--- src/design/sha1md_pkg.sv ---
// ----------------------------------------------------------------------------
// sha1md_pkg
// shared types, constants and command/status bundles for the sha-1 digest block
// ----------------------------------------------------------------------------
package sha1md_pkg;

	localparam int WordW  = 32;
	localparam int ByteW  = 8;
	localparam int TotalW = 61;
	localparam int LenW   = 64;
	localparam int PosW   = 6;
	localparam int RndW   = 7;
	localparam int IdxW   = 3;
	localparam int CfgIdxW = 2;
	localparam int NumChain = 5;
	localparam int NumSched = 16;

	localparam logic [RndW-1:0] RndLast  = 7'd79;
	localparam logic [RndW-1:0] RndSched = 7'd16;
	localparam logic [RndW-1:0] RndPhB   = 7'd20;
	localparam logic [RndW-1:0] RndPhC   = 7'd40;
	localparam logic [RndW-1:0] RndPhD   = 7'd60;
	localparam logic [PosW-1:0] PosLast  = 6'd63;
	localparam logic [PosW-1:0] PosLenM1 = 6'd55;
	localparam logic [IdxW-1:0] IdxLast  = 3'd4;
	localparam logic [ByteW-1:0] PadMark = 8'h80;

	localparam logic [WordW-1:0] InitH0 = 32'h67452301;
	localparam logic [WordW-1:0] InitH1 = 32'hEFCDAB89;
	localparam logic [WordW-1:0] InitH2 = 32'h98BADCFE;
	localparam logic [WordW-1:0] InitH3 = 32'h10325476;
	localparam logic [WordW-1:0] InitH4 = 32'hC3D2E1F0;

	localparam logic [WordW-1:0] RstKa = 32'h5A827999;
	localparam logic [WordW-1:0] RstKb = 32'h6ED9EBA1;
	localparam logic [WordW-1:0] RstKc = 32'h8F1BBCDC;
	localparam logic [WordW-1:0] RstKd = 32'hCA62C1D6;

	// configuration register indexes
	localparam logic [CfgIdxW-1:0] RegKa = 2'd0;
	localparam logic [CfgIdxW-1:0] RegKb = 2'd1;
	localparam logic [CfgIdxW-1:0] RegKc = 2'd2;
	localparam logic [CfgIdxW-1:0] RegKd = 2'd3;

	typedef enum logic [2:0] {
		ST_IDLE,
		ST_COMP,
		ST_ADD,
		ST_PAD_MARK,
		ST_PAD_ZERO,
		ST_PAD_LEN,
		ST_DONE
	} state_t;

	// where to go once a compression has been folded into the chain
	typedef enum logic [1:0] {
		RET_IDLE,
		RET_MARK,
		RET_ZERO,
		RET_DONE
	} ret_t;

	typedef enum logic [1:0] {
		SRC_IN,
		SRC_MARK,
		SRC_ZERO,
		SRC_LEN
	} src_t;

	typedef struct packed {
		logic pk_en;
		src_t pk_src;
		logic cnt_en;
		logic len_load;
		logic len_shift;
		logic rnd_init;
		logic rnd_en;
		logic chain_add;
		logic out_load;
	} cmd_t;

	typedef struct packed {
		logic pos_last;
		logic pos_len_m1;
		logic rnd_last;
		logic out_busy;
	} sts_t;

	function automatic logic [WordW-1:0] rotl(input logic [WordW-1:0] v, input int n);
		rotl = (v << n) | (v >> (WordW - n));
	endfunction

endpackage

--- src/design/sha1md_ctrl.sv ---
// ----------------------------------------------------------------------------
// sha1md_ctrl
// sequencer: byte intake, padding, compression and digest hand-off
// ----------------------------------------------------------------------------
module sha1md_ctrl (
	input  logic             clk,
	input  logic             arst_n,
	input  logic             s_axis_tvalid,
	output logic             s_axis_tready,
	input  logic             s_axis_tuser,
	input  logic             s_axis_tlast,
	input  sha1md_pkg::sts_t sts,
	output sha1md_pkg::cmd_t cmd
);
	import sha1md_pkg::*;

	state_t state_q, state_d;
	ret_t   ret_q, ret_d;
	logic   take;

	assign s_axis_tready = (state_q == ST_IDLE);
	assign take = s_axis_tvalid && s_axis_tready;

	always_ff @(posedge clk or negedge arst_n) begin
		if (!arst_n) begin
			state_q <= ST_IDLE;
			ret_q   <= RET_IDLE;
		end else begin
			state_q <= state_d;
			ret_q   <= ret_d;
		end
	end

	// next state
	always_comb begin
		state_d = state_q;
		ret_d   = ret_q;
		unique case (state_q)
			ST_IDLE: begin
				if (take) begin
					if (s_axis_tuser && sts.pos_last) begin
						state_d = ST_COMP;
						ret_d   = s_axis_tlast ? RET_MARK : RET_IDLE;
					end else if (s_axis_tlast) begin
						state_d = ST_PAD_MARK;
					end
				end
			end
			ST_COMP: begin
				if (sts.rnd_last) state_d = ST_ADD;
			end
			ST_ADD: begin
				unique case (ret_q)
					RET_IDLE: state_d = ST_IDLE;
					RET_MARK: state_d = ST_PAD_MARK;
					RET_ZERO: state_d = ST_PAD_ZERO;
					RET_DONE: state_d = ST_DONE;
					default:  state_d = ST_IDLE;
				endcase
			end
			ST_PAD_MARK, ST_PAD_ZERO: begin
				if (sts.pos_last) begin
					state_d = ST_COMP;
					ret_d   = RET_ZERO;
				end else if (sts.pos_len_m1) begin
					state_d = ST_PAD_LEN;
				end else begin
					state_d = ST_PAD_ZERO;
				end
			end
			ST_PAD_LEN: begin
				if (sts.pos_last) begin
					state_d = ST_COMP;
					ret_d   = RET_DONE;
				end
			end
			ST_DONE: begin
				if (!sts.out_busy) state_d = ST_IDLE;
			end
			default: state_d = ST_IDLE;
		endcase
	end

	// commands
	always_comb begin
		cmd = '0;
		cmd.pk_src = SRC_IN;
		unique case (state_q)
			ST_IDLE: begin
				if (take && s_axis_tuser) begin
					cmd.pk_en    = 1'b1;
					cmd.cnt_en   = 1'b1;
					cmd.rnd_init = sts.pos_last;
				end
			end
			ST_COMP:  cmd.rnd_en = 1'b1;
			ST_ADD:   cmd.chain_add = 1'b1;
			ST_PAD_MARK: begin
				cmd.pk_en    = 1'b1;
				cmd.pk_src   = SRC_MARK;
				cmd.len_load = 1'b1;
				cmd.rnd_init = sts.pos_last;
			end
			ST_PAD_ZERO: begin
				cmd.pk_en    = 1'b1;
				cmd.pk_src   = SRC_ZERO;
				cmd.rnd_init = sts.pos_last;
			end
			ST_PAD_LEN: begin
				cmd.pk_en     = 1'b1;
				cmd.pk_src    = SRC_LEN;
				cmd.len_shift = 1'b1;
				cmd.rnd_init  = sts.pos_last;
			end
			ST_DONE:  cmd.out_load = !sts.out_busy;
			default:  cmd = '0;
		endcase
	end

endmodule

--- src/design/sha1md_dp.sv ---
// ----------------------------------------------------------------------------
// sha1md_dp
// datapath: byte packer, schedule shift line, round unit, chain and digest buffer
// ----------------------------------------------------------------------------
module sha1md_dp (
	input  logic                                 clk,
	input  logic                                 arst_n,
	input  sha1md_pkg::cmd_t                     cmd,
	output sha1md_pkg::sts_t                     sts,
	input  logic [sha1md_pkg::ByteW-1:0]         in_byte,
	input  logic                                 cfg_we,
	input  logic [sha1md_pkg::CfgIdxW-1:0]       cfg_index,
	input  logic [sha1md_pkg::WordW-1:0]         cfg_data,
	output logic                                 out_valid,
	input  logic                                 out_ready,
	output logic [sha1md_pkg::WordW-1:0]         out_word,
	output logic [sha1md_pkg::IdxW-1:0]          out_idx,
	output logic                                 out_last
);
	import sha1md_pkg::*;

	logic [WordW-1:0]  k_q [4];
	logic [WordW-1:0]  sched_q [NumSched];
	logic [WordW-1:0]  chain_q [NumChain];
	logic [WordW-1:0]  work_q [NumChain];
	logic [WordW-1:0]  dig_q [NumChain];
	logic [WordW-1:0]  acc_q;
	logic [PosW-1:0]   pos_q;
	logic [TotalW-1:0] total_q;
	logic [LenW-1:0]   len_q;
	logic [RndW-1:0]   rnd_q;
	logic [IdxW-1:0]   oidx_q;
	logic              busy_q;

	logic [ByteW-1:0]  pk_byte;
	logic [WordW-1:0]  pk_word;
	logic [WordW-1:0]  w_new, f_val, k_val, t_sum;
	logic              out_take;

	always_comb begin
		case (cmd.pk_src)
			SRC_IN:   pk_byte = in_byte;
			SRC_MARK: pk_byte = PadMark;
			SRC_ZERO: pk_byte = '0;
			SRC_LEN:  pk_byte = len_q[LenW-1 -: ByteW];
			default:  pk_byte = '0;
		endcase
	end
	assign pk_word = {acc_q[WordW-ByteW-1:0], pk_byte};

	// schedule taps: oldest word sits at index 0
	always_comb begin
		if (rnd_q < RndSched) begin
			w_new = sched_q[0];
		end else begin
			w_new = rotl(sched_q[13] ^ sched_q[8] ^ sched_q[2] ^ sched_q[0], 1);
		end
	end

	always_comb begin
		if (rnd_q < RndPhB) begin
			f_val = (work_q[1] & work_q[2]) | (~work_q[1] & work_q[3]);
			k_val = k_q[0];
		end else if (rnd_q < RndPhC) begin
			f_val = work_q[1] ^ work_q[2] ^ work_q[3];
			k_val = k_q[1];
		end else if (rnd_q < RndPhD) begin
			f_val = (work_q[1] & work_q[2]) | (work_q[1] & work_q[3]) |
				(work_q[2] & work_q[3]);
			k_val = k_q[2];
		end else begin
			f_val = work_q[1] ^ work_q[2] ^ work_q[3];
			k_val = k_q[3];
		end
	end
	assign t_sum = rotl(work_q[0], 5) + f_val + work_q[4] + k_val + w_new;

	// config registers
	always_ff @(posedge clk or negedge arst_n) begin
		if (!arst_n) begin
			k_q[0] <= RstKa;
			k_q[1] <= RstKb;
			k_q[2] <= RstKc;
			k_q[3] <= RstKd;
		end else if (cfg_we) begin
			unique case (cfg_index)
				RegKa: k_q[0] <= cfg_data;
				RegKb: k_q[1] <= cfg_data;
				RegKc: k_q[2] <= cfg_data;
				RegKd: k_q[3] <= cfg_data;
				default: ;
			endcase
		end
	end

	// packer, schedule line, length register and digest buffer, no reset: every word is filled before use
	always_ff @(posedge clk) begin
		if (cmd.pk_en) begin
			acc_q <= pk_word;
			if (pos_q[1:0] == 2'b11) begin
				for (int i = 0; i < NumSched - 1; i++) sched_q[i] <= sched_q[i+1];
				sched_q[NumSched-1] <= pk_word;
			end
		end else if (cmd.rnd_en) begin
			for (int i = 0; i < NumSched - 1; i++) sched_q[i] <= sched_q[i+1];
			sched_q[NumSched-1] <= w_new;
		end
		if (cmd.len_load) begin
			len_q <= {total_q, 3'b000};
		end else if (cmd.len_shift) begin
			len_q <= {len_q[LenW-ByteW-1:0], {ByteW{1'b0}}};
		end
		if (cmd.out_load) begin
			for (int i = 0; i < NumChain; i++) dig_q[i] <= chain_q[i];
		end else if (out_take) begin
			for (int i = 0; i < NumChain - 1; i++) dig_q[i] <= dig_q[i+1];
			dig_q[NumChain-1] <= dig_q[NumChain-1];
		end
	end

	always_ff @(posedge clk or negedge arst_n) begin
		if (!arst_n) begin
			pos_q   <= '0;
			total_q <= '0;
			rnd_q   <= '0;
		end else begin
			if (cmd.pk_en) pos_q <= pos_q + 1'b1;
			if (cmd.len_load) begin
				total_q <= '0;
			end else if (cmd.cnt_en) begin
				total_q <= total_q + 1'b1;
			end
			if (cmd.rnd_init) begin
				rnd_q <= '0;
			end else if (cmd.rnd_en) begin
				rnd_q <= rnd_q + 1'b1;
			end
		end
	end

	// round registers and chaining words
	always_ff @(posedge clk or negedge arst_n) begin
		if (!arst_n) begin
			for (int i = 0; i < NumChain; i++) work_q[i] <= '0;
			chain_q[0] <= InitH0;
			chain_q[1] <= InitH1;
			chain_q[2] <= InitH2;
			chain_q[3] <= InitH3;
			chain_q[4] <= InitH4;
		end else begin
			if (cmd.rnd_init) begin
				for (int i = 0; i < NumChain; i++) work_q[i] <= chain_q[i];
			end else if (cmd.rnd_en) begin
				work_q[0] <= t_sum;
				work_q[1] <= work_q[0];
				work_q[2] <= rotl(work_q[1], 30);
				work_q[3] <= work_q[2];
				work_q[4] <= work_q[3];
			end
			if (cmd.chain_add) begin
				for (int i = 0; i < NumChain; i++) chain_q[i] <= chain_q[i] + work_q[i];
			end else if (cmd.out_load) begin
				chain_q[0] <= InitH0;
				chain_q[1] <= InitH1;
				chain_q[2] <= InitH2;
				chain_q[3] <= InitH3;
				chain_q[4] <= InitH4;
			end
		end
	end

	// digest output buffer
	assign out_take = busy_q && out_ready;

	always_ff @(posedge clk or negedge arst_n) begin
		if (!arst_n) begin
			busy_q <= 1'b0;
			oidx_q <= '0;
		end else if (cmd.out_load) begin
			busy_q <= 1'b1;
			oidx_q <= '0;
		end else if (out_take) begin
			oidx_q <= oidx_q + 1'b1;
			if (oidx_q == IdxLast) busy_q <= 1'b0;
		end
	end

	assign out_valid = busy_q;
	assign out_word  = dig_q[0];
	assign out_idx   = oidx_q;
	assign out_last  = (oidx_q == IdxLast);

	assign sts.pos_last   = (pos_q == PosLast);
	assign sts.pos_len_m1 = (pos_q == PosLenM1);
	assign sts.rnd_last   = (rnd_q == RndLast);
	assign sts.out_busy   = busy_q;

endmodule

--- src/design/sha1_message_digest.sv ---
// ----------------------------------------------------------------------------
// sha1_message_digest
// byte-stream sha-1 engine with hardware padding and configurable round constants
// ----------------------------------------------------------------------------
// Message bytes come in one beat at a time on the slave stream (tuser = byte
// present, tlast = end of message) and are packed big-endian into 512-bit
// blocks. A byte beat is taken every cycle while the packer is filling; the
// beat that completes a block starts one shared round unit that runs the 80
// rounds at one per cycle and then folds the result into the chaining words;
// the slave side holds tready low during this compression. At the end of a
// message the padding (0x80, zeros, 64-bit bit length) is fed through the same
// byte packer one byte per cycle, pausing while a full block is compressed, and
// takes one or two compressions; the five digest words then leave on the master
// stream, word 0 first, as 5 beats. The digest sits in its own buffer, so the
// next message can start while the words drain; a finished digest waits only if
// the previous one is still unread. Round constants are written through the cfg
// port; the user must write them only while idle, as the block has no guard.
// ----------------------------------------------------------------------------
module sha1_message_digest (
	input  logic                              clk,
	input  logic                              arst_n,
	// slave stream
	input  logic                              s_axis_tvalid,
	output logic                              s_axis_tready,
	input  logic [7:0]                        s_axis_tdata,   // [7:0] msg_byte
	input  logic                              s_axis_tuser,   // [0] byte_present
	input  logic                              s_axis_tlast,   // msg_end
	// master stream
	output logic                              m_axis_tvalid,
	input  logic                              m_axis_tready,
	output logic [39:0]                       m_axis_tdata,   // [31:0] digest_word,
	                                                          // [34:32] word_index
	output logic                              m_axis_tlast,   // digest_last
	// configuration writes
	input  logic                              cfg_we,
	input  logic [sha1md_pkg::CfgIdxW-1:0]    cfg_index,
	input  logic [sha1md_pkg::WordW-1:0]      cfg_data
);
	import sha1md_pkg::*;

	cmd_t             cmd;
	sts_t             sts;
	logic [WordW-1:0] out_word;
	logic [IdxW-1:0]  out_idx;

	// sequencer
	sha1md_ctrl u_ctrl (
		.clk           (clk),
		.arst_n        (arst_n),
		.s_axis_tvalid (s_axis_tvalid),
		.s_axis_tready (s_axis_tready),
		.s_axis_tuser  (s_axis_tuser),
		.s_axis_tlast  (s_axis_tlast),
		.sts           (sts),
		.cmd           (cmd)
	);

	// packer, rounds, chain and digest buffer
	sha1md_dp u_dp (
		.clk       (clk),
		.arst_n    (arst_n),
		.cmd       (cmd),
		.sts       (sts),
		.in_byte   (s_axis_tdata),
		.cfg_we    (cfg_we),
		.cfg_index (cfg_index),
		.cfg_data  (cfg_data),
		.out_valid (m_axis_tvalid),
		.out_ready (m_axis_tready),
		.out_word  (out_word),
		.out_idx   (out_idx),
		.out_last  (m_axis_tlast)
	);

	// upper bits pad the beat to whole bytes
	assign m_axis_tdata = {5'b00000, out_idx, out_word};

endmodule

--- config.mk ---
export PLATFORM = sky130hd
export DESIGN_NAME = sha1_message_digest
export DESIGN_NICKNAME = d
export VERILOG_FILES = /design/src/design/sha1md_pkg.sv /design/src/design/sha1md_ctrl.sv /design/src/design/sha1md_dp.sv /design/src/design/sha1_message_digest.sv
export SDC_FILE = /design/constraint.sdc
export NUM_CORES = 2
export LEC_CHECK = 0
export BUFFER_PORTS_ARGS = -buffer_cell sky130_fd_sc_hd__buf_2
export CORE_MARGIN = 2
export CORE_UTILIZATION = 27
export CTS_BUF_LIST = sky130_fd_sc_hd__clkbuf_4 sky130_fd_sc_hd__clkbuf_8 sky130_fd_sc_hd__clkbuf_16
export CTS_CLUSTER_SIZE = 40
export DETAILED_ROUTE_END_ITERATION = 8
export PLACE_DENSITY = 0.45
export RECOVER_POWER = 25
export SLEW_MARGIN = 10
export SYNTH_ARGS = -nofsm -noshare
export SYNTH_HDL_FRONTEND = slang
export SYNTH_SLANG_ARGS = --single-unit
--- constraint.sdc ---
create_clock -name clk -period 18.7 [get_ports clk]
set_input_delay 0.935 -clock clk [delete_from_list [all_inputs] [get_ports clk]]
set_output_delay 0.935 -clock clk [all_outputs]
set_load 0.005 [all_outputs]
==> results.ini <==
[yosys]
synth.top_cells.by_area=edfxtp_1 37%, dfrtp_1 16%, dfstp_2 6.3%
yosysWarnings=0
synth-compound-area-share=0.1084
syn_avg_cell_area_um2=12.14
yosysTopAreaCell=edfxtp_1
ys_seq_area_frac=0.5856
yosys.area_share.adder=0.08103
synth-xor-area-share=0.04463
synth-edff-count=757
ys.flop_type=edfxtp_1
synth_top_area_frac=0.3677
syn-cell-area_mm2=0.06182
ys_seq_elements=1288
syn_inst=5094
yosys.area_share.simple=0.09506
async_flop_share=0.4123
synth_top_family_by_area=compound AO/OA/AOI/OAI gates
netlist-cell-type-count=78
synth_mux_area_frac=0.05505

[detailed_routing]
num_vias=39570
routed_wl_um=183200
wl_per_cell_um=22.07
firstDrtPassIters=5
drt_iter0_drc=2844
via_per_inst=4.766
drc_errors=0
drtAntennaViolNets=0

[setup_path]
critPathArrivalTime_ns=9.03
start_kind=input pin
critPathCaptureType=asynchronous set/reset pin
cp.required_ns=19.47
crit_type=in -> async
cp_max_fo=65

[sta]
rsz0062_at_grt=false
min_period_ns=8.264
final-setup-viol-count=0
final-max-slew-violation-count=225
skew_ns=0.06239
fmax_ghz=0.1210
fin_crit_sh=0.4419
worst_slew_pin_slew_ns=4.005
tns_ns=0
max_slew_margin=-1.670
finalHoldViolations=0

[clocking]
cts_resized=0
hold_buffers=0
cts.sinks=1288
cts_max_level=4
clk_pin_slew_ns=0.06
insertion_delay_ns=0.82
numCtsBuffers=154
cts_buffer_depth=3
tritoncts=yes
clock-root-buffer=clkbuf_16
postCtsSetupBuffers=0

[global_routing]
grt_antenna_before_repair=25
grt_pass1_wl_um=271100
gr-total-overflow=0
gr-usage-all-layers=0.1562
grt_pass1_vias=39370
grt_max_degree=188

[final_layout]
fin_nets=5535
drive_above_1_share=0.1590
fillers=22680
area_growth_pct=14.63
mostFrequentLayoutCells=757 x edfxtp_1, 713 x nand2_1, 383 x dfrtp_1
final_common_cell=edfxtp_1

[flow_run]
cap_violations=5

[worst_hold_path]
hp-class=reg -> reg

[place]
gp_congestion=0.8365
io_buffers=86
place_hpwl_um=126200

[run_status]
status=finished with violations
violations=max-capacitance violations, max-slew violations

[die]
dieArea_mm2=0.2328
die_h_um=482.5
pin_count=92
rows=175
core_mm2=0.2275
die_x_um=482.5
initial_utilization=0.2718

-- state kept, by name, summed over array words and instances, names as in the netlist, 6 cells and up --
signal,count
u_dp.sched_q,512
u_dp.chain_q,160
u_dp.dig_q,160
u_dp.work_q,160
u_dp.k_q,128
u_dp.len_q,61
u_dp.total_q,61
u_dp.acc_q,24
u_dp.rnd_q,7
u_dp.pos_q,6
-- synthesized netlist by cell type, drive strengths merged (27+ instances only) --
master  number
a211oi      58
a21o        65
a21oi      263
a22oi      141
a31oi       41
and2        27
buf         82
clkbuf     156
dfrtp      383
dfstp      148
edfxtp     757
fa         129
ha         194
inv        214
mux2       264
mux2i       43
nand2      718
nand2b      31
nand3      107
nor2       240
nor2b       46
nor3        61
o21ai      323
o21bai      30
xnor2      196
xor2       119
-- cell families (layout without fill, tap and decap cells) --
logic type      Yosys count  count (layout)
simple gates           1342            1342
flops                  1288            1288
compound gates         1066            1066
buf+inv                 452             644
fa+ha+maj               323             323
xor+xnor                315             315
mux                     307             307
other cells               1               8
-- critical path, cell delays in order --
cell	delay, ns
clkbuf_1	2.75
clkbuf_1	2.42
buf_4	1.04
buf_4	0.84
buf_4	0.83
-- worst paths after layout --
path | startpoint | end | slack, ns | cells past startpoint
worst max-delay path | arst_n | u_dp.work_q[36]$_DFFE_PN0P_ | 10.44 | 5
worst min-delay path | u_dp.sched_q[12][14]$_DFFE_PP_ | u_dp.sched_q[11][14]$_DFFE_PP_ | 0.37 | 0
worst max register to register | u_dp.rnd_q[4]$_DFFE_PN0P_ | u_dp.work_q[159]$_DFFE_PN0P_ | 11.77 | 21
worst min register to register | u_dp.sched_q[12][14]$_DFFE_PP_ | u_dp.sched_q[11][14]$_DFFE_PP_ | 0.37 | 0
max in group clk | u_dp.rnd_q[4]$_DFFE_PN0P_ | u_dp.work_q[159]$_DFFE_PN0P_ | 11.77 | 21
min in group asynchronous | arst_n | u_dp.pos_q[3]$_DFFE_PN0P_ | 1.52 | 1
-- layout make-up --
cell class / count / area [µm²] / share of cell area
multi-input combinational: 3358 / 23890 / 0.3371
antenna: 3 / 7.507 / 0.0001059
inverter: 214 / 804.5 / 0.01135
tap: 3009 / 3765 / 0.05312
timing repair buffer: 147 / 907.1 / 0.01280
sequential: 1288 / 36200 / 0.5109
clock inverter: 78 / 937.1 / 0.01322
clock buffer: 205 / 4354 / 0.06144
-- per-layer routing --
metal  track usage  vias up  share of wire
li1              -    18380              -
met1        0.2171    20070           0.47
met2        0.2495      810           0.46
met3       0.02280      299          0.040
met4       0.05069       12          0.031
met5             0        -        0.00041
-- per-stage QoR --
stage / hold WS (ns) / setup slack (ns) / cells / util / instance area, µm²
after detailed placement: 0.4045 / 11.79 / 8016 / 0.2883 / 65600
after CTS: 0.03418 / 11.75 / 8299 / 0.3116 / 70890
final: 0.3697 / 10.44 / 8302 / 0.3115 / 70870
after global placement: 0.4004 / 11.90 / 8016 / 0.2883 / 65600
after global routing: 0.3735 / 9.092 / 8300 / 0.3115 / 70860
after floorplan: 0.4003 / 4.810 / 5098 / - / 61840
Power is not shown: default switching activity piles up to over one toggle a cycle in this logic, so the estimate is an artifact.
